File: src/bir_pkg.sv
// Shared types and constants for the beacon interval regularity unit.
// Holds field widths, status codes, controller states and the command/status structs.
// No dependencies.
package bir_pkg;

    localparam int unsigned MAX_INTERVALS = 256;

    localparam int IV_W       = 24;
    localparam int CNT_W      = 9;
    localparam int SUM_W      = 32;
    localparam int SQS_W      = 56;
    localparam int CV_W       = 10;
    localparam int LIM2_W     = 2 * CV_W;
    localparam int S2_W       = 2 * SUM_W;
    localparam int SCALE_W    = 14;
    localparam int LHS_W      = S2_W + SCALE_W;
    localparam int RHS_PART_W = SUM_W + LIM2_W;
    localparam int RHS_W      = S2_W + LIM2_W;
    localparam int STAT_W     = 3;
    localparam int OUT_W      = 8;

    localparam int CFG_IDX_W  = 8;
    localparam int CFG_DATA_W = 16;

    localparam logic [CFG_IDX_W-1:0] REG_MIN_INTERVALS  = CFG_IDX_W'(0);
    localparam logic [CFG_IDX_W-1:0] REG_MAX_CV_PERCENT = CFG_IDX_W'(1);

    localparam logic [CNT_W-1:0] MIN_INTERVALS_RST  = CNT_W'(8);
    localparam logic [CV_W-1:0]  MAX_CV_PERCENT_RST = CV_W'(30);

    // percent scale squared: (100 * stddev / mean)^2 test
    localparam logic [SCALE_W-1:0] CV_SCALE_SQ = SCALE_W'(10000);

    typedef enum logic [STAT_W-1:0] {
        STAT_REGULAR    = 3'd0,
        STAT_TOO_FEW    = 3'd1,
        STAT_MEAN_SMALL = 3'd2,
        STAT_IRREGULAR  = 3'd3,
        STAT_OVERFLOW   = 3'd4
    } status_t;

    typedef enum logic [3:0] {
        S_IDLE,
        S_ACCUM,
        S_PRODUCT,
        S_NQ,
        S_DIFF,
        S_LHS,
        S_RHS_LO,
        S_RHS_HI,
        S_COMPARE,
        S_RESULT
    } state_t;

    typedef struct packed {
        logic in_ready;
        logic load_item;
        logic accumulate;
        logic calc_product;
        logic calc_nq;
        logic calc_diff;
        logic calc_lhs;
        logic calc_rhs_lo;
        logic calc_rhs_hi;
        logic calc_compare;
        logic load_result;
    } dp_cmd_t;

    typedef struct packed {
        logic item_last;
        logic out_busy;
    } dp_stat_t;

endpackage

File: src/bir_ctrl.sv
// Controller state machine for the beacon interval regularity unit.
// Sequences item accumulation and the multi-step variance test; depends on bir_pkg.
module bir_ctrl (
    input  logic              aclk,
    input  logic              aresetn,
    input  logic              s_tvalid,
    input  bir_pkg::dp_stat_t dp_stat,
    output bir_pkg::dp_cmd_t  dp_cmd
);
    import bir_pkg::*;

    state_t state_reg;
    state_t state_next;

    always_ff @(posedge aclk) begin
        if (!aresetn) begin
            state_reg <= S_IDLE;
        end else begin
            state_reg <= state_next;
        end
    end

    always_comb begin
        state_next = state_reg;
        unique case (state_reg)
            S_IDLE: begin
                if (s_tvalid) begin
                    state_next = S_ACCUM;
                end
            end
            S_ACCUM: begin
                state_next = dp_stat.item_last ? S_PRODUCT : S_IDLE;
            end
            S_PRODUCT: state_next = S_NQ;
            S_NQ:      state_next = S_DIFF;
            S_DIFF:    state_next = S_LHS;
            S_LHS:     state_next = S_RHS_LO;
            S_RHS_LO:  state_next = S_RHS_HI;
            S_RHS_HI:  state_next = S_COMPARE;
            S_COMPARE: state_next = S_RESULT;
            S_RESULT: begin
                // hold until the output register is free
                if (!dp_stat.out_busy) begin
                    state_next = S_IDLE;
                end
            end
            default:   state_next = S_IDLE;
        endcase
    end

    always_comb begin
        dp_cmd              = '0;
        dp_cmd.in_ready     = (state_reg == S_IDLE);
        dp_cmd.load_item    = (state_reg == S_IDLE) && s_tvalid;
        dp_cmd.accumulate   = (state_reg == S_ACCUM);
        dp_cmd.calc_product = (state_reg == S_PRODUCT);
        dp_cmd.calc_nq      = (state_reg == S_NQ);
        dp_cmd.calc_diff    = (state_reg == S_DIFF);
        dp_cmd.calc_lhs     = (state_reg == S_LHS);
        dp_cmd.calc_rhs_lo  = (state_reg == S_RHS_LO);
        dp_cmd.calc_rhs_hi  = (state_reg == S_RHS_HI);
        dp_cmd.calc_compare = (state_reg == S_COMPARE);
        dp_cmd.load_result  = (state_reg == S_RESULT) && !dp_stat.out_busy;
    end

endmodule

File: config.mk
export PLATFORM = sky130hd
export DESIGN_NAME = bir_ctrl
export DESIGN_NICKNAME = d
export VERILOG_FILES = /design/src/bir_pkg.sv /design/src/bir_ctrl.sv
export SDC_FILE = /design/constraint.sdc
export NUM_CORES = 1
export LEC_CHECK = 0
export BUFFER_PORTS_ARGS = -buffer_cell sky130_fd_sc_hd__buf_2
export CAP_MARGIN = 0
export CORE_AREA = 5 5 42 44
export CTS_CLUSTER_DIAMETER = 100
export DETAILED_ROUTE_END_ITERATION = 6
export DIE_AREA = 0 0 47 49
export HOLD_SLACK_MARGIN = 0.05
export SYNTH_ARGS = -nofsm -noshare
export SYNTH_HDL_FRONTEND = slang
export SYNTH_SLANG_ARGS = --single-unit
export TNS_END_PERCENT = 10
File: constraint.sdc
create_clock -name aclk -period 2.2 [get_ports aclk]
set_input_delay 0.33 -clock aclk [delete_from_list [all_inputs] [get_ports aclk]]
set_output_delay 0.33 -clock aclk [all_outputs]
set_load 0.05 [all_outputs]
# Word-level counts from Yosys, hierarchy flattened
# Cells that the tools add are included.
[totals] regBits=4 mem_bits_rw=0 output_inout_bits=11 memories=0 romBits=0 latchBits=0 word_cells=21 inputBits=5
[op_classes] multipliers=0 div_mod_pow=0 n_addsub=0 n_shift=0 n_bitwise=0 n_eq_ne=11 n_lt_le_gt_ge=0 reduce_logical=5 n_mux=4
[op_table] cell="one-hot mux 4 bit (10 select lines)" n=1
[op_table] cell="== test 4 x 3 -> 1 bit, second input constant" n=4
[op_table] cell="== test 4 x 2 -> 1 bit, second input constant" n=2
[op_table] cell="== test 4 bit, second input constant" n=2
[op_table] cell="2-to-1 mux 4 bit" n=2
[op_table] cell="== test 4 x 1 -> 1 bit, second input constant" n=1
[op_table] cell="zero test 4 bit" n=1
[op_table] cell="inequality test 2 bit, second input constant" n=2
[op_table] cell="logical AND 1 bit" n=2
[op_table] cell="2-to-1 mux 2 bit" n=1
[op_table] cell="AND reduction 2 bit" n=1
[op_table] cell="zero test 1 bit" n=1

# Longest topological paths before layout
# Gate-level depths: netlist of run 1.
[depth] depth_word=3 depth_mapped=4 mapped_depth_nobuf=3

# Least setup slack after synthesis of run 1
# OpenSTA, ideal clock, no wires.
[synth_timing] path_type="flip-flop to output port" startpoint="reg state_reg[3]" endpoint="out dp_cmd[9] in the netlist's numbering" t_required_ps=1870 path_buffers=1 t_arrival_ps=2011 setup_slack_ps=-141 stages_incl_launch_ff=4 cell_sequence="dfxtp_1 -> buf_6 -> nor4_2 -> and2_1"
[synth_rtl] item="from (decl)" line="bir_ctrl.sv:12" source="state_t state_reg;"
[synth_rtl] item="from (signal assigned)" line="bir_ctrl.sv:19" source="state_reg <= state_next;"
[synth_rtl] item="to (decl)" line="bir_ctrl.sv:8" source="output bir_pkg::dp_cmd_t dp_cmd"

==> results.sh, run 1 <==
export IMPL_routedWlPerCell_um=10.9
export IMPL_ys_ff_latch=4
export IMPL_post_drt_via_cell_ratio=4.50
export IMPL_clk_path_buf_depth=2
export IMPL_muxShareOfSynthArea_pct=0
export IMPL_layout_min_cycle_time_ps=1770
export IMPL_cpMaxStageDelayCell="dfxtp_1"
export IMPL_synth_area_um2=314
export IMPL_initial_utilization_pct=22.4
export IMPL_yosys_area_top_type="dfxtp_1"
export IMPL_io_buffers=15
export IMPL_clk_pin_slew_ps=40
export IMPL_cts_tree="done"
export IMPL_cts_resized_gates=0
export IMPL_cp_data_required_time_ps=1870
export IMPL_largest_register_ffs=4
export IMPL_hpwl_um=587
export IMPL_holdBufCountCts=0
export IMPL_antenna_found_initial=0
export IMPL_die_x_um=47
export IMPL_r2r_cells=3
export IMPL_critPathKind="flop to primary output"
export IMPL_cp_end_kind="primary output"
export IMPL_reg2reg_to="state_reg[3]"
export IMPL_grt_pass1_wl_mm=1.26
export IMPL_leakagePower_nw=0.189
export IMPL_synth_xor_area_share_pct=2.79
export IMPL_maxSlewHeadroom_pct=70.1
export IMPL_synth_compound_area_share_pct=12.4
export IMPL_rows=14
export IMPL_antenna_left=0
export IMPL_dr_total_vias=324
export IMPL_p_per_area_nw_per_um2=760
export IMPL_max_stage_delay_ps=430
export IMPL_netlist_top_cells_count="5 x nand2_1, 5 x nand2b_1, 5 x nor2_1, 5 x nor3_1, 4 x dfxtp_1"
export IMPL_maxCapViolCount=0
export IMPL_cts_setup_buffers=0
export IMPL_status="finished, final reports clean"
export IMPL_arrival_ps=1440
export IMPL_nets=63
export IMPL_cts_buffers=3
export IMPL_wl_um=783
export IMPL_crit_fanout=11
export IMPL_die_h_um=49
export IMPL_synthSimpleGateAreaFrac_pct=45.0
export IMPL_die_area_um2=2300
export IMPL_cp_top_family="simple AND/OR/NAND/NOR gates"
export IMPL_async_flop_share_pct=0
export IMPL_finalSetupTns_ps=0
export IMPL_layout_setup_ws_ps=426
export IMPL_yosys_area_share_adder_pct=0
export IMPL_syn_avg_cell_area_um2=7.48
export IMPL_diodes=0
export IMPL_gr_total_overflow=0
export IMPL_finalClockSkew_ps=5.57
export IMPL_vdd_drop_max_v=0.000259
export IMPL_drcViolationCount=0
export IMPL_first_iter_violations=3
export IMPL_finalHoldViolCount=0
export IMPL_synth_edff_count=0
export IMPL_grt_pass1_vias=280
export IMPL_synth_top_area_share_pct=25.5
export IMPL_grt_setup_unrepaired="false"
export IMPL_fin_crit_sh_pct=80.6
export IMPL_gp_congestion=0.731
export IMPL_grt_start_max_net_pins=13
export IMPL_clk_latency_ps=240
export IMPL_power_total_w=0.000306
export IMPL_rr_startpoint="state_reg[0]"
export IMPL_postSynthCellCount=42
export IMPL_drive_gt1_share_pct=37.5
export IMPL_cts_root_buffer="clkbuf_4"
export IMPL_grtUsageTotal_pct=8.31
export IMPL_crit_end="dp_cmd[9]"
export IMPL_synth_top_family_by_area="simple AND/OR/NAND/NOR gates"
export IMPL_setup_viol=0
export IMPL_ios=16
export IMPL_ys_warn_count=0
export IMPL_synthFlopType="dfxtp_1"
export IMPL_yosys_top_cells_area="dfxtp_1 25%, nand2b_1 10%, nor3_1 8.0%"
export IMPL_cp_startpoint="state_reg[1]"
export IMPL_slew_violations=0
export IMPL_yosysSeqAreaShare_pct=25.5
export IMPL_r2r_slack_ps=820
export IMPL_area_growth_pct=28.3
export IMPL_path_cells="nor4_4 > and2_1 > buf_2"
export IMPL_tightest_slew_ps=448
export IMPL_synth_cell_types=20
export IMPL_max_freq_mhz=564
export IMPL_critPathLaunchType="flop"
export IMPL_cts_sinks=4
export IMPL_htree_num_levels=1
export IMPL_dr_pass1_iters=3
export IMPL_hold_path_class="primary input to flop"
export IMPL_cp_num_buf_inv=1
export IMPL_cp_depth=3
export IMPL_syn_num_nets=47
export IMPL_place_ws_ps=664
export IMPL_design_core_area_um2=1400
==> cells by family after synthesis <==
group	Yosys count
simple gates	26
buf+inv	6
compound gates	5
flops	4
xor+xnor	1
==> report_power, final <==
| part | internal, W | leakage, nW | switching, W | total, W |
|---|---|---|---|---|
| clock | 0.0000612 | 0.0138 | 0.0000326 | 0.0000938 |
| sequential | 0.0000793 | 0.0328 | 0.0000206 | 0.0000999 |
| combinational | 0.0000351 | 0.142 | 0.0000774 | 0.000112 |
==> layer usage <==
metal	part of all wire (%)	up-vias	GRT usage, %	routed length (um)
li1	-	174	-	-
met1	46	135	9.45	358
met2	40	13	9.73	314
met3	10	2	5.17	82
met4	3.4	0	8.29	27
met5	0	-	0	0
==> metrics by stage <==
stage,std cells,instance area [um^2],util (%),hold slack (ps)
2_1_floorplan,42,323,-,461
3_3_place_gp,69,380,27.1,611
3_5_place_dp,69,380,27.1,605
4_1_cts,72,403,28.7,355
5_1_grt,72,403,28.7,357
6_report,72,403,28.7,358
==> worst register-to-register path: cells and delay by family (launching register included) <==
| kind | cells | cell delay (ps) |
|---|---|---|
| and+or+nand+nor | 2 | 360 |
| AOI/OAI and AO/OA | 1 | 320 |
| DFF | 1 | 570 |
==> how the worst min path moves through the flow <==
| stage | to | depth (start not counted) | startpoint |
|---|---|---|---|
| 6_report | state_reg[0] | 2 | aresetn |
| 5_1_grt | state_reg[0] | 2 | aresetn |
| 4_1_cts | state_reg[0] | 2 | aresetn |
| 3_5_place_dp | state_reg[3] | 2 | aresetn |
| 3_3_place_gp | state_reg[3] | 2 | aresetn |
| 2_1_floorplan | state_reg[3] | 1 | aresetn |
==> placed cells by master (no fill, tap or decap) <==
master    netlist  layout
xor2_1          1       1
nor3_1          5       5
o311a_1         1       1
o211ai_1        1       1
nor2_2          1       1
nor2_1          5       5
nor4_1          1       1
inv_1           2       2
o2111a_1        1       1
o21ai_1         1       1
clkbuf_4        0       3
a21oi_1         1       1
nand2_1         5       5
buf_2           0      15
and3_1          1       1
nand2b_1        5       5
nor3_2          1       1
dfxtp_1         4       4
nor4_4          0       1
and2_1          1       1
==> final cells by class <==
class | instances | area (um^2)
well taps | 16 | 20.0
clock buffers | 3 | 22.5
flip-flops and latches | 4 | 80.1
fillers | 169 | 998
multi-input cells | 32 | 198
repair buffers | 15 | 75.1
inverters | 2 | 7.51
Power figures use the tool's default switching activity.
==> run 2: changes to the inputs <==
==> constraint.sdc (replaced) <==
create_clock -name aclk -period 1.8 [get_ports aclk]
set_input_delay 0.27 -clock aclk [delete_from_list [all_inputs] [get_ports aclk]]
set_output_delay 0.27 -clock aclk [all_outputs]
set_load 0.05 [all_outputs]
==> run 2 against run 1 <==
Effect of this change: clock skew is 4.7 ps lower; cell area is 2.2% higher; largest cell class unchanged; core utilization is 0.63 points higher.
==> results.sh, run 2 (synthesis results as in run 1) <==
export IMPL_antenna_found_initial=0
export IMPL_maxSlewHeadroom_pct=77.5
export IMPL_area_growth_pct=31.1
export IMPL_first_iter_violations=3
export IMPL_finalSetupTns_ps=0
export IMPL_drive_gt1_share_pct=44.6
export IMPL_cp_depth=3
export IMPL_ios=16
export IMPL_die_h_um=49
export IMPL_layout_commonest_cell="buf_2"
export IMPL_io_buffers=15
export IMPL_drcViolationCount=0
export IMPL_die_area_um2=2300
export IMPL_nets=63
export IMPL_r2r_slack_ps=590
export IMPL_rows=14
export IMPL_cp_num_buf_inv=1
export IMPL_holdBufCountCts=0
export IMPL_crit_fanout=8
export IMPL_wl_um=736
export IMPL_grt_setup_unrepaired="false"
export IMPL_cts_root_buffer="clkbuf_4"
export IMPL_hpwl_um=602
export IMPL_clk_path_buf_depth=2
export IMPL_status="finished, final reports clean"
export IMPL_fill_cells=172
export IMPL_cp_top_family="simple AND/OR/NAND/NOR gates"
export IMPL_fin_crit_sh_pct=92.5
export IMPL_layout_min_cycle_time_ps=1660
export IMPL_initial_utilization_pct=22.4
export IMPL_crit_end="dp_cmd[9]"
export IMPL_routedWlPerCell_um=10.2
export IMPL_leakagePower_nw=0.194
export IMPL_finalHoldViolCount=0
export IMPL_r2r_cells=3
export IMPL_finalClockSkew_ps=0.912
export IMPL_gp_congestion=0.716
export IMPL_hold_path_class="primary input to flop"
export IMPL_max_freq_mhz=601
export IMPL_cts_tree="done"
export IMPL_vdd_drop_max_v=0.000403
export IMPL_diodes=0
export IMPL_cts_sinks=4
export IMPL_maxCapViolCount=0
export IMPL_tightest_slew_ps=337
export IMPL_max_stage_delay_ps=400
export IMPL_die_x_um=47
export IMPL_grtUsageTotal_pct=7.67
export IMPL_largest_register_ffs=4
export IMPL_cpMaxStageDelayCell="dfxtp_1"
export IMPL_place_area_um2=385
export IMPL_slew_violations=0
export IMPL_post_drt_via_cell_ratio=4.56
export IMPL_cts_buffers=3
export IMPL_critPathKind="flop to primary output"
export IMPL_arrival_ps=1390
export IMPL_p_per_area_nw_per_um2=895
export IMPL_grt_pass1_wl_mm=1.26
export IMPL_setup_viol=0
export IMPL_cp_data_required_time_ps=1530
export IMPL_path_cells="nor4_4 > and2_1 > buf_2"
export IMPL_dr_total_vias=328
export IMPL_design_core_area_um2=1400
export IMPL_final_cell_mix="15 x buf_2, 5 x nand2b_1, 5 x nand2_1, 5 x nor2_1, 4 x nor3_1"
export IMPL_clk_pin_slew_ps=30
export IMPL_cp_end_kind="primary output"
export IMPL_grt_start_max_net_pins=13
export IMPL_reg2reg_to="state_reg[3]"
export IMPL_dr_pass1_iters=3
export IMPL_cp_startpoint="state_reg[3]"
export IMPL_layout_setup_ws_ps=135
export IMPL_rr_startpoint="state_reg[0]"
export IMPL_critPathLaunchType="flop"
export IMPL_final_cell_area_um2=412
export IMPL_htree_num_levels=1
export IMPL_grt_pass1_vias=306
export IMPL_gr_total_overflow=0
export IMPL_antenna_left=0
export IMPL_worstHoldStart="aresetn"
export IMPL_place_ws_ps=330
export IMPL_clk_latency_ps=230
## run 2: changes by cell type in the layout (fill, tap and decap cells not counted)
cell,change
dfxtp_2,+3
dfxtp_1,-3
nor3_1,-1
nor3_2,+1
## run 2: worst min path at each step
stage | to | depth (start not counted)
floorplan | state_reg[3] | 1
global placement | state_reg[3] | 2
detailed placement | state_reg[3] | 2
CTS | state_reg[3] | 2
global route | state_reg[0] | 2
finish | state_reg[3] | 2
## run 2: timing repair
action                     in CTS  in global routing
resized for setup               0                  3
setup endpoints to repair       0                  3
buffers inserted                0                  0
hold endpoints to repair        0                  0
## run 2: metrics by stage
step                power [W]  instances  hold WS [ps]  util, %
floorplan            0.000244         42           401        -
global placement     0.000263         69           541     27.5
detailed placement   0.000263         69           546     27.5
CTS                  0.000376         72           298     29.1
global route         0.000397         72           311     29.4
finish               0.000368         72           304     29.4
## run 2: metal layers
layer / global-route usage, % / wire [um] / vias up / share of wire (%)
li1: - / - / 174 / -
met1: 9.65 / 337 / 143 / 46
met2: 9.28 / 320 / 9 / 43
met3: 3.32 / 55 / 2 / 7.5
met4: 6.91 / 23 / 0 / 3.1
met5: 0 / 0 / - / 0
## run 2: area by class of cell
type                       count  area (um^2)  area share (%)
clock buffer                   3         22.5            5.47
inverter                       2         7.51            1.82
multi-input combinational     32          203            49.2
sequential                     4         83.8            20.4
tap                           16         20.0            4.86
timing repair buffer          15         75.1            18.2
## run 2: power by group
part	switching [W]	internal, W
combinational	0.0000953	0.0000429
clock	0.0000330	0.0000743
sequential	0.0000246	0.0000983
total	0.000153	0.000216
==> run 3: changes to the inputs <==
==> constraint.sdc (replaced) <==
create_clock -name aclk -period 1.6 [get_ports aclk]
set_input_delay 0.24 -clock aclk [delete_from_list [all_inputs] [get_ports aclk]]
set_output_delay 0.24 -clock aclk [all_outputs]
set_load 0.1 [all_outputs]
==> run 3 against run 2 <==
Effect of this change: clock skew is 4.8 ps higher; via count increased by 7.6%; sequential cell count is the same; final cell count rose by 4.2%; combinational power up 140%; hold slack worse by 50 ps; cell area rose by 50%; worst setup slack worse by 90 ps; clock-buffer cell count stayed put; die area stayed put.
==> results.sh, run 3 (synthesis results as in run 1) <==
export IMPL_area_growth_pct=96.8
export IMPL_cp_data_required_time_ps=1360
export IMPL_tightest_slew_ps=285
export IMPL_drive_gt1_share_pct=55.9
export IMPL_htree_num_levels=1
export IMPL_gr_total_overflow=0
export IMPL_hold_path_class="primary input to flop"
export IMPL_routedWlPerCell_um=12.5
export IMPL_grt_setup_unrepaired="false"
export IMPL_io_buffers=15
export IMPL_cp_end_kind="primary output"
export IMPL_critPathKind="flop to primary output"
export IMPL_fin_crit_sh_pct=97.2
export IMPL_antenna_left=0
export IMPL_layout_min_cycle_time_ps=1560
export IMPL_grtUsageTotal_pct=9.86
export IMPL_diodes=0
export IMPL_die_x_um=47
export IMPL_largest_register_ffs=4
export IMPL_dr_total_vias=353
export IMPL_die_area_um2=2300
export IMPL_cts_sinks=4
export IMPL_crit_fanout=10
export IMPL_place_area_um2=591
export IMPL_ios=16
export IMPL_wl_um=940
export IMPL_seqCellArea_um2=85.1
export IMPL_nets=66
export IMPL_utilization_pct=44.1
export IMPL_finalClockSkew_ps=5.69
export IMPL_fill_cells=146
export IMPL_arrival_ps=1320
export IMPL_leakagePower_nw=0.258
export IMPL_cts_buffers=3
export IMPL_final_cell_mix="11 x buf_12, 5 x nand2b_1, 5 x nor3_2, 5 x nand2_1, 5 x nor2_1"
export IMPL_maxSlewHeadroom_pct=80.8
export IMPL_grt_start_max_net_pins=11
export IMPL_multi_input_area_um2=220
export IMPL_slew_violations=0
export IMPL_die_h_um=49
export IMPL_rows=14
export IMPL_design_core_area_um2=1400
export IMPL_layout_commonest_cell="buf_12"
export IMPL_place_ws_ps=176
export IMPL_hpwl_um=767
export IMPL_antenna_found_initial=0
export IMPL_grt_pass1_vias=359
export IMPL_final_cell_area_um2=618
export IMPL_max_freq_mhz=643
export IMPL_initial_utilization_pct=22.4
export IMPL_critPathLaunchType="flop"
export IMPL_setup_viol=0
export IMPL_first_iter_violations=7
export IMPL_status="finished, final reports clean"
export IMPL_holdBufCountCts=0
export IMPL_clk_path_buf_depth=2
export IMPL_clk_latency_ps=240
export IMPL_finalHoldViolCount=0
export IMPL_maxCapViolCount=0
export IMPL_clk_pin_slew_ps=40
export IMPL_dr_pass1_iters=2
export IMPL_layout_setup_ws_ps=44.6
export IMPL_vdd_drop_max_v=0.000703
export IMPL_p_per_area_nw_per_um2=971
export IMPL_cts_tree="done"
export IMPL_grt_pass1_wl_mm=1.61
export IMPL_post_drt_via_cell_ratio=4.71
export IMPL_cts_setup_buffers=0
export IMPL_drcViolationCount=0
export IMPL_cts_root_buffer="clkbuf_4"
export IMPL_gp_congestion=0.814
==> run 3: layout make-up <==
cell class | instances | area share [%]
clock buffers | 3 | 3.64
inverters | 2 | 1.21
multi-input cells | 32 | 35.6
flip-flops and latches | 4 | 13.8
well taps | 16 | 3.24
repair buffers | 18 | 42.5
==> run 3: routing by layer <==
layer / vias to the layer above / track usage (%) / part of all wire (%)
met5: - / 0 / 0
met2: 15 / 14.0 / 49
met1: 159 / 12.1 / 41
met4: 0 / 4.15 / 1.5
met3: 2 / 5.17 / 8.4
li1: 177 / - / -
==> run 3: path summary, 6_finish.rpt <==
kind	start	end	slack [ps]	cells past startpoint
setup / recovery	state_reg[2]	dp_cmd[9]	40	3
hold reg to reg	state_reg[2]	state_reg[2]	640	2
setup reg to reg	state_reg[2]	state_reg[3]	430	4
hold / removal	aresetn	state_reg[3]	250	2
==> run 3: worst max-delay path, stage by stage, from the launching register on <==
cell     delay (ps)
dfxtp_2         380
nor4_4          320
and2_4          200
buf_12          160
==> run 3: repair_timing <==
item	in CTS	in global routing
cloned	0	0
endpoints found under the hold margin	0	0
endpoints found under the setup margin	7	6
gates resized for setup	3	1
==> run 3: power by group <==
part | total (W) | internal, W | switching [W]
Combinational | 0.000336 | 0.000126 | 0.000210
Sequential | 0.000135 | 0.000111 | 0.0000238
Clock | 0.000129 | 0.0000842 | 0.0000452
==> run 3: metrics by stage <==
stage	total power (W)	hold slack [ps]	instances	TNS, ps
final	0.000600	254	75	0
after global routing	0.000625	269	75	0
after CTS	0.000606	261	75	0
after detailed placement	0.000471	516	72	0
after global placement	0.000466	519	72	0
after floorplan	0.000357	371	42	-5910
